<file path="src/rtl/jts_pkg.sv">
// Shared types and constants for the JSON token scanner.
package jts_pkg;

    // Default width of the byte position counters.
    localparam int OFFSET_BITS_DEF = 16;
    // Default depth of the record queue between front and back.
    localparam int QUEUE_DEPTH_DEF = 4;

    // Token kind codes carried in each record.
    localparam logic [2:0] K_PUNCT  = 3'd0;
    localparam logic [2:0] K_STRING = 3'd1;
    localparam logic [2:0] K_NUMBER = 3'd2;
    localparam logic [2:0] K_WORD   = 3'd3;
    localparam logic [2:0] K_ERROR  = 3'd4;

    // One input byte transfer.
    typedef struct packed {
        logic [7:0] text_byte;
        logic       final_byte;
    } t_in;

    // One result record transfer.
    typedef struct packed {
        logic [2:0]  token_kind;
        logic [7:0]  punct_char;
        logic [15:0] token_offset;
        logic [15:0] token_length;
        logic        run_end;
    } t_rec;

    // Everything one byte produces, held as one queue entry.
    typedef struct packed {
        logic two;
        t_rec rec0;
        t_rec rec1;
    } t_entry;

endpackage

</file>
<file path="src/rtl/jts_queue.sv">
// Small register-based first-in first-out queue of fixed-width entries.
module jts_queue #(
    parameter int WIDTH = 8,
    parameter int DEPTH = 4
) (
    input  logic             i_clk,
    input  logic             i_rst_n,
    input  logic             i_push,
    input  logic [WIDTH-1:0] i_push_data,
    output logic             o_full,
    input  logic             i_pop,
    output logic [WIDTH-1:0] o_head,
    output logic             o_empty
);

    localparam int PW = (DEPTH > 1) ? $clog2(DEPTH) : 1;
    localparam int CW = $clog2(DEPTH + 1);

    logic [WIDTH-1:0] r_mem [DEPTH];
    logic [PW-1:0]    r_wr_ptr, n_wr_ptr;
    logic [PW-1:0]    r_rd_ptr, n_rd_ptr;
    logic [CW-1:0]    r_count, n_count;

    assign o_full  = (r_count == CW'(DEPTH));
    assign o_empty = (r_count == '0);
    assign o_head  = r_mem[r_rd_ptr];

    always_comb begin
        n_wr_ptr = r_wr_ptr;
        n_rd_ptr = r_rd_ptr;
        n_count  = r_count;
        if (i_push) begin
            n_wr_ptr = (r_wr_ptr == PW'(DEPTH - 1)) ? '0 : r_wr_ptr + PW'(1);
        end
        if (i_pop) begin
            n_rd_ptr = (r_rd_ptr == PW'(DEPTH - 1)) ? '0 : r_rd_ptr + PW'(1);
        end
        if (i_push && !i_pop) begin
            n_count = r_count + CW'(1);
        end else if (i_pop && !i_push) begin
            n_count = r_count - CW'(1);
        end
    end

    always_ff @(posedge i_clk) begin
        if (!i_rst_n) begin
            r_wr_ptr <= '0;
            r_rd_ptr <= '0;
            r_count  <= '0;
        end else begin
            r_wr_ptr <= n_wr_ptr;
            r_rd_ptr <= n_rd_ptr;
            r_count  <= n_count;
        end
    end

    always_ff @(posedge i_clk) begin
        if (i_push) begin
            r_mem[r_wr_ptr] <= i_push_data;
        end
    end

endmodule

</file>
<file path="src/rtl/jts_front.sv">
// Front end of the token scanner: byte classification, scan state and record building.
module jts_front
    import jts_pkg::*;
#(
    parameter int OFFSET_BITS = OFFSET_BITS_DEF
) (
    input  logic   i_clk,
    input  logic   i_rst_n,
    input  logic   i_in_valid,
    output logic   o_in_ready,
    input  t_in    i_in_data,
    input  logic   i_q_full,
    output logic   o_q_push,
    output t_entry o_q_entry
);

    typedef enum logic [12:0] {
        M_IDLE    = 13'b0000000000001,
        M_STR     = 13'b0000000000010,
        M_ESC     = 13'b0000000000100,
        M_HEX     = 13'b0000000001000,
        M_MINUS   = 13'b0000000010000,
        M_INT     = 13'b0000000100000,
        M_DOT     = 13'b0000001000000,
        M_FRAC    = 13'b0000010000000,
        M_EXPMARK = 13'b0000100000000,
        M_ESIGN   = 13'b0001000000000,
        M_EXP     = 13'b0010000000000,
        M_WORD    = 13'b0100000000000,
        M_DISCARD = 13'b1000000000000
    } t_mode;

    localparam logic [7:0] C_SPACE   = 8'h20;
    localparam logic [7:0] C_LF      = 8'h0A;
    localparam logic [7:0] C_CR      = 8'h0D;
    localparam logic [7:0] C_TAB     = 8'h09;
    localparam logic [7:0] C_QUOTE   = 8'h22;
    localparam logic [7:0] C_BSLASH  = 8'h5C;
    localparam logic [7:0] C_SLASH   = 8'h2F;
    localparam logic [7:0] C_PLUS    = 8'h2B;
    localparam logic [7:0] C_MINUS   = 8'h2D;
    localparam logic [7:0] C_DOT     = 8'h2E;
    localparam logic [7:0] C_COMMA   = 8'h2C;
    localparam logic [7:0] C_COLON   = 8'h3A;
    localparam logic [7:0] C_LBRACE  = 8'h7B;
    localparam logic [7:0] C_RBRACE  = 8'h7D;
    localparam logic [7:0] C_LBRACK  = 8'h5B;
    localparam logic [7:0] C_RBRACK  = 8'h5D;
    localparam logic [7:0] C_LOW_B   = 8'h62;
    localparam logic [7:0] C_LOW_F   = 8'h66;
    localparam logic [7:0] C_LOW_N   = 8'h6E;
    localparam logic [7:0] C_LOW_R   = 8'h72;
    localparam logic [7:0] C_LOW_T   = 8'h74;
    localparam logic [7:0] C_LOW_U   = 8'h75;
    localparam logic [7:0] C_CASE_MASK = 8'hDF;
    localparam logic [7:0] C_UP_E    = 8'h45;

    localparam logic [OFFSET_BITS-1:0] POS_MAX = '1;

    t_mode                r_mode, n_mode;
    logic [2:0]           r_hex, n_hex;
    logic [OFFSET_BITS-1:0] r_pos, n_pos;
    logic [OFFSET_BITS-1:0] r_start, n_start;

    // Scan results before the end-of-text step.
    t_mode                  s_mode;
    logic [OFFSET_BITS-1:0] s_start;
    logic                   st_taken;

    logic [7:0] ch;
    logic       fin, accept;
    logic       is_space, is_digit, is_hex, is_exp, is_punct;
    logic       st_open;
    t_mode      st_mode;
    logic [OFFSET_BITS:0] len_incl, len_excl;

    logic       a_v, b_v, c_v;
    logic [2:0] a_kind, c_kind;
    logic [OFFSET_BITS:0] a_len, c_len;
    t_rec       rec_a, rec_b, rec_c;

    function automatic logic [15:0] sat16(input logic [32:0] v);
        return (v > 33'd65535) ? 16'hFFFF : v[15:0];
    endfunction

    function automatic t_rec make_rec(input logic [2:0] kind, input logic [7:0] pc,
                                      input logic [OFFSET_BITS-1:0] off,
                                      input logic [OFFSET_BITS:0] len);
        t_rec r;
        r.token_kind   = kind;
        r.punct_char   = pc;
        r.token_offset = sat16(33'(off));
        r.token_length = sat16(33'(len));
        r.run_end      = 1'b0;
        return r;
    endfunction

    assign ch  = i_in_data.text_byte;
    assign fin = i_in_data.final_byte;

    assign o_in_ready = !i_q_full;
    assign accept     = i_in_valid && o_in_ready;

    // Byte classes.
    always_comb begin
        is_space = (ch == C_SPACE) || (ch == C_LF) || (ch == C_CR) || (ch == C_TAB);
        is_digit = (ch >= 8'h30) && (ch <= 8'h39);
        is_hex   = is_digit || ((ch >= 8'h41) && (ch <= 8'h46))
                   || ((ch >= 8'h61) && (ch <= 8'h66));
        is_exp   = ((ch & C_CASE_MASK) == C_UP_E);
        is_punct = (ch == C_LBRACE) || (ch == C_RBRACE) || (ch == C_LBRACK)
                   || (ch == C_RBRACK) || (ch == C_COMMA) || (ch == C_COLON);
        st_open  = !is_space && !is_punct;
        if (ch == C_QUOTE) begin
            st_mode = M_STR;
        end else if (ch == C_MINUS) begin
            st_mode = M_MINUS;
        end else if (is_digit) begin
            st_mode = M_INT;
        end else begin
            st_mode = M_WORD;
        end
    end

    assign len_incl = ({1'b0, r_pos} + (OFFSET_BITS + 1)'(1)) - {1'b0, r_start};
    assign len_excl = {1'b0, r_pos} - {1'b0, r_start};

    // Per-byte scan step.
    always_comb begin
        s_mode   = r_mode;
        s_start  = r_start;
        st_taken = 1'b0;
        n_hex    = r_hex;
        a_v      = 1'b0;
        a_kind   = K_PUNCT;
        a_len    = len_excl;
        b_v      = 1'b0;
        rec_a    = '0;
        rec_b    = make_rec(K_PUNCT, ch, r_pos, (OFFSET_BITS + 1)'(1));

        unique case (r_mode)
            M_IDLE: begin
                if (is_punct) begin
                    a_v    = 1'b1;
                    a_kind = K_PUNCT;
                end else if (st_open) begin
                    s_mode   = st_mode;
                    s_start  = r_pos;
                    st_taken = 1'b1;
                end
            end
            M_STR: begin
                if (ch == C_BSLASH) begin
                    s_mode = M_ESC;
                end else if (ch == C_QUOTE) begin
                    a_v    = 1'b1;
                    a_kind = K_STRING;
                    a_len  = len_incl;
                    s_mode = M_IDLE;
                end
            end
            M_ESC: begin
                if (ch == C_LOW_U) begin
                    n_hex  = 3'd4;
                    s_mode = M_HEX;
                end else if ((ch == C_QUOTE) || (ch == C_BSLASH) || (ch == C_SLASH)
                             || (ch == C_LOW_B) || (ch == C_LOW_F) || (ch == C_LOW_N)
                             || (ch == C_LOW_R) || (ch == C_LOW_T)) begin
                    s_mode = M_STR;
                end else begin
                    a_v    = 1'b1;
                    a_kind = K_ERROR;
                    a_len  = len_incl;
                    s_mode = M_DISCARD;
                end
            end
            M_HEX: begin
                if (!is_hex) begin
                    a_v    = 1'b1;
                    a_kind = K_ERROR;
                    a_len  = len_incl;
                    s_mode = M_DISCARD;
                end else begin
                    n_hex = r_hex - 3'd1;
                    if (r_hex == 3'd1) begin
                        s_mode = M_STR;
                    end
                end
            end
            M_MINUS: begin
                if (is_digit) begin
                    s_mode = M_INT;
                end else begin
                    a_v    = 1'b1;
                    a_kind = K_ERROR;
                    a_len  = len_incl;
                    s_mode = M_DISCARD;
                end
            end
            M_INT, M_DOT, M_FRAC, M_EXPMARK, M_ESIGN, M_EXP: begin
                if (is_digit) begin
                    if ((r_mode == M_DOT) || (r_mode == M_FRAC)) begin
                        s_mode = M_FRAC;
                    end else if (r_mode != M_INT) begin
                        s_mode = M_EXP;
                    end
                end else if ((r_mode == M_INT) && (ch == C_DOT)) begin
                    s_mode = M_DOT;
                end else if (((r_mode == M_INT) || (r_mode == M_DOT) || (r_mode == M_FRAC))
                             && is_exp) begin
                    s_mode = M_EXPMARK;
                end else if ((r_mode == M_EXPMARK) && ((ch == C_PLUS) || (ch == C_MINUS))) begin
                    s_mode = M_ESIGN;
                end else begin
                    // The number ends here; this byte, unless it is white space, opens the next token.
                    a_v    = 1'b1;
                    a_kind = K_NUMBER;
                    s_mode = M_IDLE;
                    if (is_punct) begin
                        b_v = 1'b1;
                    end else if (st_open) begin
                        s_mode   = st_mode;
                        s_start  = r_pos;
                        st_taken = 1'b1;
                    end
                end
            end
            M_WORD: begin
                if (is_space) begin
                    a_v    = 1'b1;
                    a_kind = K_WORD;
                    s_mode = M_IDLE;
                end
            end
            M_DISCARD: begin
            end
            default: begin
            end
        endcase

        // The last byte of a text clears the unicode digit count with the rest of the state.
        if (fin) begin
            n_hex = 3'd0;
        end

        if (a_kind == K_PUNCT) begin
            rec_a = make_rec(K_PUNCT, ch, r_pos, (OFFSET_BITS + 1)'(1));
        end else begin
            rec_a = make_rec(a_kind, 8'h00, r_start, a_len);
        end
    end

    // End of text: close or flag whatever token is still open.
    always_comb begin
        c_v    = 1'b0;
        c_kind = K_ERROR;
        c_len  = st_taken ? (OFFSET_BITS + 1)'(1) : len_incl;
        unique case (s_mode)
            M_INT, M_FRAC, M_EXP: begin
                c_v    = fin;
                c_kind = K_NUMBER;
            end
            M_WORD: begin
                c_v    = fin;
                c_kind = K_WORD;
            end
            M_STR, M_ESC, M_HEX, M_MINUS, M_DOT, M_EXPMARK, M_ESIGN: begin
                c_v    = fin;
                c_kind = K_ERROR;
            end
            M_IDLE, M_DISCARD: begin
                c_v = 1'b0;
            end
            default: begin
                c_v = 1'b0;
            end
        endcase
        rec_c = make_rec(c_kind, 8'h00, s_start, c_len);
    end

    // Next state.
    always_comb begin
        n_mode  = s_mode;
        n_start = s_start;
        n_pos   = (r_pos == POS_MAX) ? r_pos : r_pos + OFFSET_BITS'(1);
        if (fin) begin
            n_mode  = M_IDLE;
            n_start = '0;
            n_pos   = '0;
        end
    end

    // Queue entry: up to two records in transfer order.
    always_comb begin
        o_q_entry.two  = a_v && (b_v || c_v);
        o_q_entry.rec0 = a_v ? rec_a : rec_c;
        o_q_entry.rec1 = b_v ? rec_b : rec_c;
        o_q_entry.rec0.run_end = !(a_v && (b_v || c_v));
        o_q_entry.rec1.run_end = 1'b1;
        o_q_push = accept && (a_v || c_v);
    end

    always_ff @(posedge i_clk) begin
        if (!i_rst_n) begin
            r_mode  <= M_IDLE;
            r_hex   <= 3'd0;
            r_pos   <= '0;
            r_start <= '0;
        end else if (accept) begin
            r_mode  <= n_mode;
            r_hex   <= n_hex;
            r_pos   <= n_pos;
            r_start <= n_start;
        end
    end

endmodule

</file>
<file path="src/rtl/jts_back.sv">
// Back end of the token scanner: unpacks queue entries into single output records.
module jts_back
    import jts_pkg::*;
(
    input  logic   i_clk,
    input  logic   i_rst_n,
    input  t_entry i_head,
    input  logic   i_empty,
    output logic   o_pop,
    output logic   o_out_valid,
    input  logic   i_out_ready,
    output t_rec   o_out_data
);

    logic r_valid, n_valid;
    logic r_sel, n_sel;
    t_rec r_out, n_out;
    logic load, last;

    assign load = !r_valid || i_out_ready;
    assign last = !i_head.two || r_sel;
    assign o_pop = load && !i_empty && last;

    always_comb begin
        n_valid = r_valid;
        n_sel   = r_sel;
        n_out   = r_out;
        if (load) begin
            n_valid = !i_empty;
            if (!i_empty) begin
                n_out = r_sel ? i_head.rec1 : i_head.rec0;
                n_sel = !last;
            end
        end
    end

    always_ff @(posedge i_clk) begin
        if (!i_rst_n) begin
            r_valid <= 1'b0;
            r_sel   <= 1'b0;
        end else begin
            r_valid <= n_valid;
            r_sel   <= n_sel;
        end
    end

    always_ff @(posedge i_clk) begin
        r_out <= n_out;
    end

    assign o_out_valid = r_valid;
    assign o_out_data  = r_out;

endmodule

</file>
<file path="src/rtl/json_token_scanner.sv">
// Top level: a streaming JSON token scanner with a decoupled front and back end.
// A record passes the record queue and then the back end's output register to be on offer.
// Throughput: one byte per cycle while the queue has room; a byte's two records leave in
// turn: the single output register passes one record per cycle while the output is taken.
// Reset (synchronous, active low) returns the scanner to idle at offset zero, empties the
// record queue and drops any record on offer.
module json_token_scanner
    import jts_pkg::*;
#(
    parameter int OFFSET_BITS = OFFSET_BITS_DEF,
    parameter int QUEUE_DEPTH = QUEUE_DEPTH_DEF
) (
    input  logic i_clk,
    input  logic i_rst_n,
    input  logic i_in_valid,
    output logic o_in_ready,
    input  t_in  i_in_data,
    output logic o_out_valid,
    input  logic i_out_ready,
    output t_rec o_out_data
);

    // The front end classifies each byte against the current scan state and builds the
    // records it causes, at most two, which travel together as one queue entry.
    logic   q_push, q_full, q_pop, q_empty;
    t_entry q_in, q_head;

    jts_front #(
        .OFFSET_BITS(OFFSET_BITS)
    ) u_front (
        .i_clk      (i_clk),
        .i_rst_n    (i_rst_n),
        .i_in_valid (i_in_valid),
        .o_in_ready (o_in_ready),
        .i_in_data  (i_in_data),
        .i_q_full   (q_full),
        .o_q_push   (q_push),
        .o_q_entry  (q_in)
    );

    // The queue lets the front keep taking bytes while the output side is stalled, and
    // absorbs the hold-up when a byte yields two records.
    jts_queue #(
        .WIDTH($bits(t_entry)),
        .DEPTH(QUEUE_DEPTH)
    ) u_queue (
        .i_clk       (i_clk),
        .i_rst_n     (i_rst_n),
        .i_push      (q_push),
        .i_push_data (q_in),
        .o_full      (q_full),
        .i_pop       (q_pop),
        .o_head      (q_head),
        .o_empty     (q_empty)
    );

    // The back end hands out one record per transfer from a registered output stage, so a
    // finished record may wait for the consumer without holding up the front end.
    jts_back u_back (
        .i_clk       (i_clk),
        .i_rst_n     (i_rst_n),
        .i_head      (q_head),
        .i_empty     (q_empty),
        .o_pop       (q_pop),
        .o_out_valid (o_out_valid),
        .i_out_ready (i_out_ready),
        .o_out_data  (o_out_data)
    );

endmodule
</file>
<file path="config.mk">
export PLATFORM = sky130hd
export DESIGN_NAME = json_token_scanner
export DESIGN_NICKNAME = d
export VERILOG_FILES = /design/src/rtl/jts_pkg.sv /design/src/rtl/jts_queue.sv /design/src/rtl/jts_front.sv /design/src/rtl/jts_back.sv /design/src/rtl/json_token_scanner.sv
export SDC_FILE = /design/constraint.sdc
export NUM_CORES = 1
export LEC_CHECK = 0
export ABC_AREA = 1
export BUFFER_PORTS_ARGS = -buffer_cell sky130_fd_sc_hd__buf_2
export CORE_MARGIN = 2
export CORE_UTILIZATION = 55
export CTS_CLUSTER_DIAMETER = 80
export DETAILED_ROUTE_END_ITERATION = 12
export HOLD_SLACK_MARGIN = 0.03
export PLACE_DENSITY = 0.77
export SYNTH_ARGS = -nofsm -noshare
export SYNTH_HDL_FRONTEND = slang
export SYNTH_SLANG_ARGS = --single-unit
</file>
<file path="constraint.sdc">
create_clock -name i_clk -period 15.2 [get_ports i_clk]
set_input_delay 3.8 -clock i_clk [delete_from_list [all_inputs] [get_ports i_clk]]
set_output_delay 3.8 -clock i_clk [all_outputs]
set_load 0.01 [all_outputs]
</file>
==> results.md <==
* Seq pwr share at 37.5%
* Final min period at 7.95 ns
* Clock group share of total power at 20.9%
* CTS clk-pin slew, worst paths at 0.06 ns
* Core area at 39500 um^2
* Internal power at 2.96 mW
* Clk Latency, worst-skew pair at 0.59 ns
* DRC viols at 0
* Comb power frac at 41.6%
* Total grt overflow at 0
* Top_reg_cell synth: edfxtp_1
* Port buffer count at 58
* Antenna Nets Post-Route at 0
* CTS Hold Buffers Added at 0
* Number of global-route vias before repair at 15721
* CTS tree: yes
* Nets at 2330
* Cells after synthesis at 2221
* Die W at 204 um
* Wire per inst at 19.5 um
* Distinct cells, synth at 57
* GRT Util Overall at 26.5%
* Startpoint Class: input port
* Hold Crit Class: reg -> reg
* Asr flop ratio synth at 0%
* Post-Syn Area at 21900 um^2
* Starting Density at 55.4%
* Setup-failing EPs final at 0
* Rows at 73
* Worst path arrival time at 8.13 ns
* Sw power at 2.08 mW
* Switch share at 41.2%
* Root Buffer: clkbuf_16
* VDD IR max at 0.196 mV
* Via count at 16463
* CTS resizes at 0
* Synth Warn # at 0
* Sequential cell area fraction in the yosys report at 59.7%
* Final hold violations at 0
* Post-DP HPWL at 35.4 mm
* Max Fanout on Critical Path at 65
* Num CTS Buffers at 46
* Fmax at 126 MHz
* Period Utilization, post-route at 52.3%
* Antenna Cells at 0
* Initial antenna violation count at 0
* Slew margin rel. at 29.0%
* Status: complete, no violations
* Largest net degree at the start of global routing at 103
* # Max-Cap Violations at 0
* Unrepaired setup endpoints after global routing: false
* Die Y at 204 um
* Final WL at 54.9 mm
* Worst Setup End Kind: register
* Post-synth EDFFs at 396
* Synth cell count leaders: 436 x nor2_1, 396 x edfxtp_1, 285 x nand2_1
* Final Max Slew Viols at 0
* First-pass GRT wire length at 85.6 mm
* Post-synth top area share at 54.3%
* Violation count after the first detailed-route iteration at 1627
* Router iterations before antenna repair at 5
* Post-CTS Setup Inserts at 0
* Routability Congestion at 0.966
* Final instance area at 24100 um^2
* Top-count cell post-synth: nor2_1
* Area Overhead vs Synth at 9.96%
* Mean Syn Cell Area at 9.87 um^2
* DP Area at 22700 um^2
* # IOs at 59
* TNS Setup at 0 ns
* Vias per cell at 5.84
* Synth top area cells: edfxtp_1 54%, nor2_1 7.5%, o21ai_0 6.0%, dfxtp_1 5.4%, nand2_1 4.9%
* Worst path required time at 15.39 ns
* Layout Skew at 0.0221 ns
* CTS max path bufs at 3
* Pleak at 8.94 nW
* Die area at 41500 um^2
* Worst Tran Pin Value at 1.07 ns
* H-tree levels at 2
* Layout cells sized above 1 at 9.93%
* Clk sink count at 455
* Yosys top cell by area: edfxtp_1
* Pwr/cell area at 209 nW/um^2
* Critical path class: in -> reg
* Yosys reg bits at 455
[path summary, 6_finish.rpt]
kind / start / endpoint / slack, ns / depth (start not counted)
max: i_in_data[1] / u_queue.r_mem[0][32] / 7.25 / 19
max reg2reg: u_front.r_mode[3] / u_queue.r_mem[0][32] / 9.98 / 18
min reg2reg: u_front.r_hex[1] / u_front.r_hex[1] / 0.46 / 2
min: u_front.r_hex[1] / u_front.r_hex[1] / 0.46 / 2
[power by group through the flow]
stage | clock network, mW | registers, mW | logic, mW
5_1_grt | 1.11 | 1.91 | 2.32
3_5_place_dp | 0 | 1.91 | 2.07
4_1_cts | 1.07 | 1.89 | 2.09
2_1_floorplan | 0 | 1.93 | 1.44
3_3_place_gp | 0 | 1.90 | 2.03
6_report | 1.05 | 1.89 | 2.10
[cells in the final DEF (no fill, tap or decap), types with 9 or more instances in the layout]
cell,instances
a31oi_1,46
nor2_1,435
dfxtp_1,57
nor2_2,14
o21ai_1,26
nand4_1,13
fa_1,16
clkinv_1,10
buf_2,58
nor3_1,17
buf_4,21
a221oi_1,17
clkbuf_16,47
o22ai_1,44
inv_1,160
a21oi_1,67
edfxtp_1,396
xor2_1,21
ha_1,42
nand2_1,285
clkbuf_1,16
nand3_1,79
a211oi_1,9
inv_2,26
o21ai_0,261
[per-layer routing]
layer,part of all wire (%),wire [um],GRT usage [%],vias up
li1,-,-,-,7763
met4,2.1,1150,7.09,0
met2,48,26200,43.8,679
met5,0,0,0,-
met1,43,23500,36.9,7932
met3,7.4,4030,3.84,89
[registers in the layout, indices dropped and copies added (netlist names), 2 cells and up, named ones only]
register / flops
u_back.o_out_data: 44
u_front.r_hex: 3
u_front.r_mode: 13
u_front.r_pos: 16
u_front.r_start: 16
u_queue.r_count: 3
u_queue.r_mem: 352
u_queue.r_rd_ptr: 2
u_queue.r_wr_ptr: 2
[cell type report]
| class | instances | area (um^2) |
|---|---|---|
| Sequential cell | 455 | 13100 |
| Timing Repair Buffer | 79 | 448 |
| Inverter | 190 | 717 |
| Multi-Input combinational cell | 1487 | 7800 |
| Clock buffer | 64 | 1250 |
| Tap cell | 525 | 657 |
| Fill cell | 3176 | 15500 |
| Clock inverter | 20 | 140 |
[per-stage QoR]
step | hold slack, ns | instances | utilization (%) | power, mW | worst slack (ns)
after global routing | 0.500 | 2820 | 60.9 | 5.34 | 6.87
final | 0.461 | 2820 | 60.9 | 5.04 | 7.25
after global placement | 0.452 | 2736 | 57.4 | 3.93 | 6.83
after CTS | 0.468 | 2820 | 60.9 | 5.04 | 7.36
after floorplan | 0.441 | 2228 | - | 3.37 | 6.96
after detailed placement | 0.460 | 2736 | 57.4 | 3.98 | 6.77
[critical path, stage by stage]
cell and delay [ns]:
buf_2 0.09, inv_1 0.09, nand2_1 0.18, nor2_1 0.09, nand2_1 0.26, nand3_1 0.13, nor2_1 0.19, nand2_1 0.13
nand3_1 0.15, nor2_1 0.07, buf_4 0.19, inv_2 0.21, nor2_1 0.11, nand2_2 0.38, inv_1 0.18, nand2_2 0.13
nand2_4 0.11, nor2_4 0.65, buf_4 0.86
[logic make-up after synthesis]
family | share of synthesized area [%]
muxes | 0.103
buffers and inverters | 5.01
other | 0.0171
xor gates and xnor gates | 1.16
and+or+nand+nor | 17.2
AOI/OAI and AO/OA | 13.0
DFF | 59.7
adders and majority gates | 3.86
(Power assumes the default switching activity.)
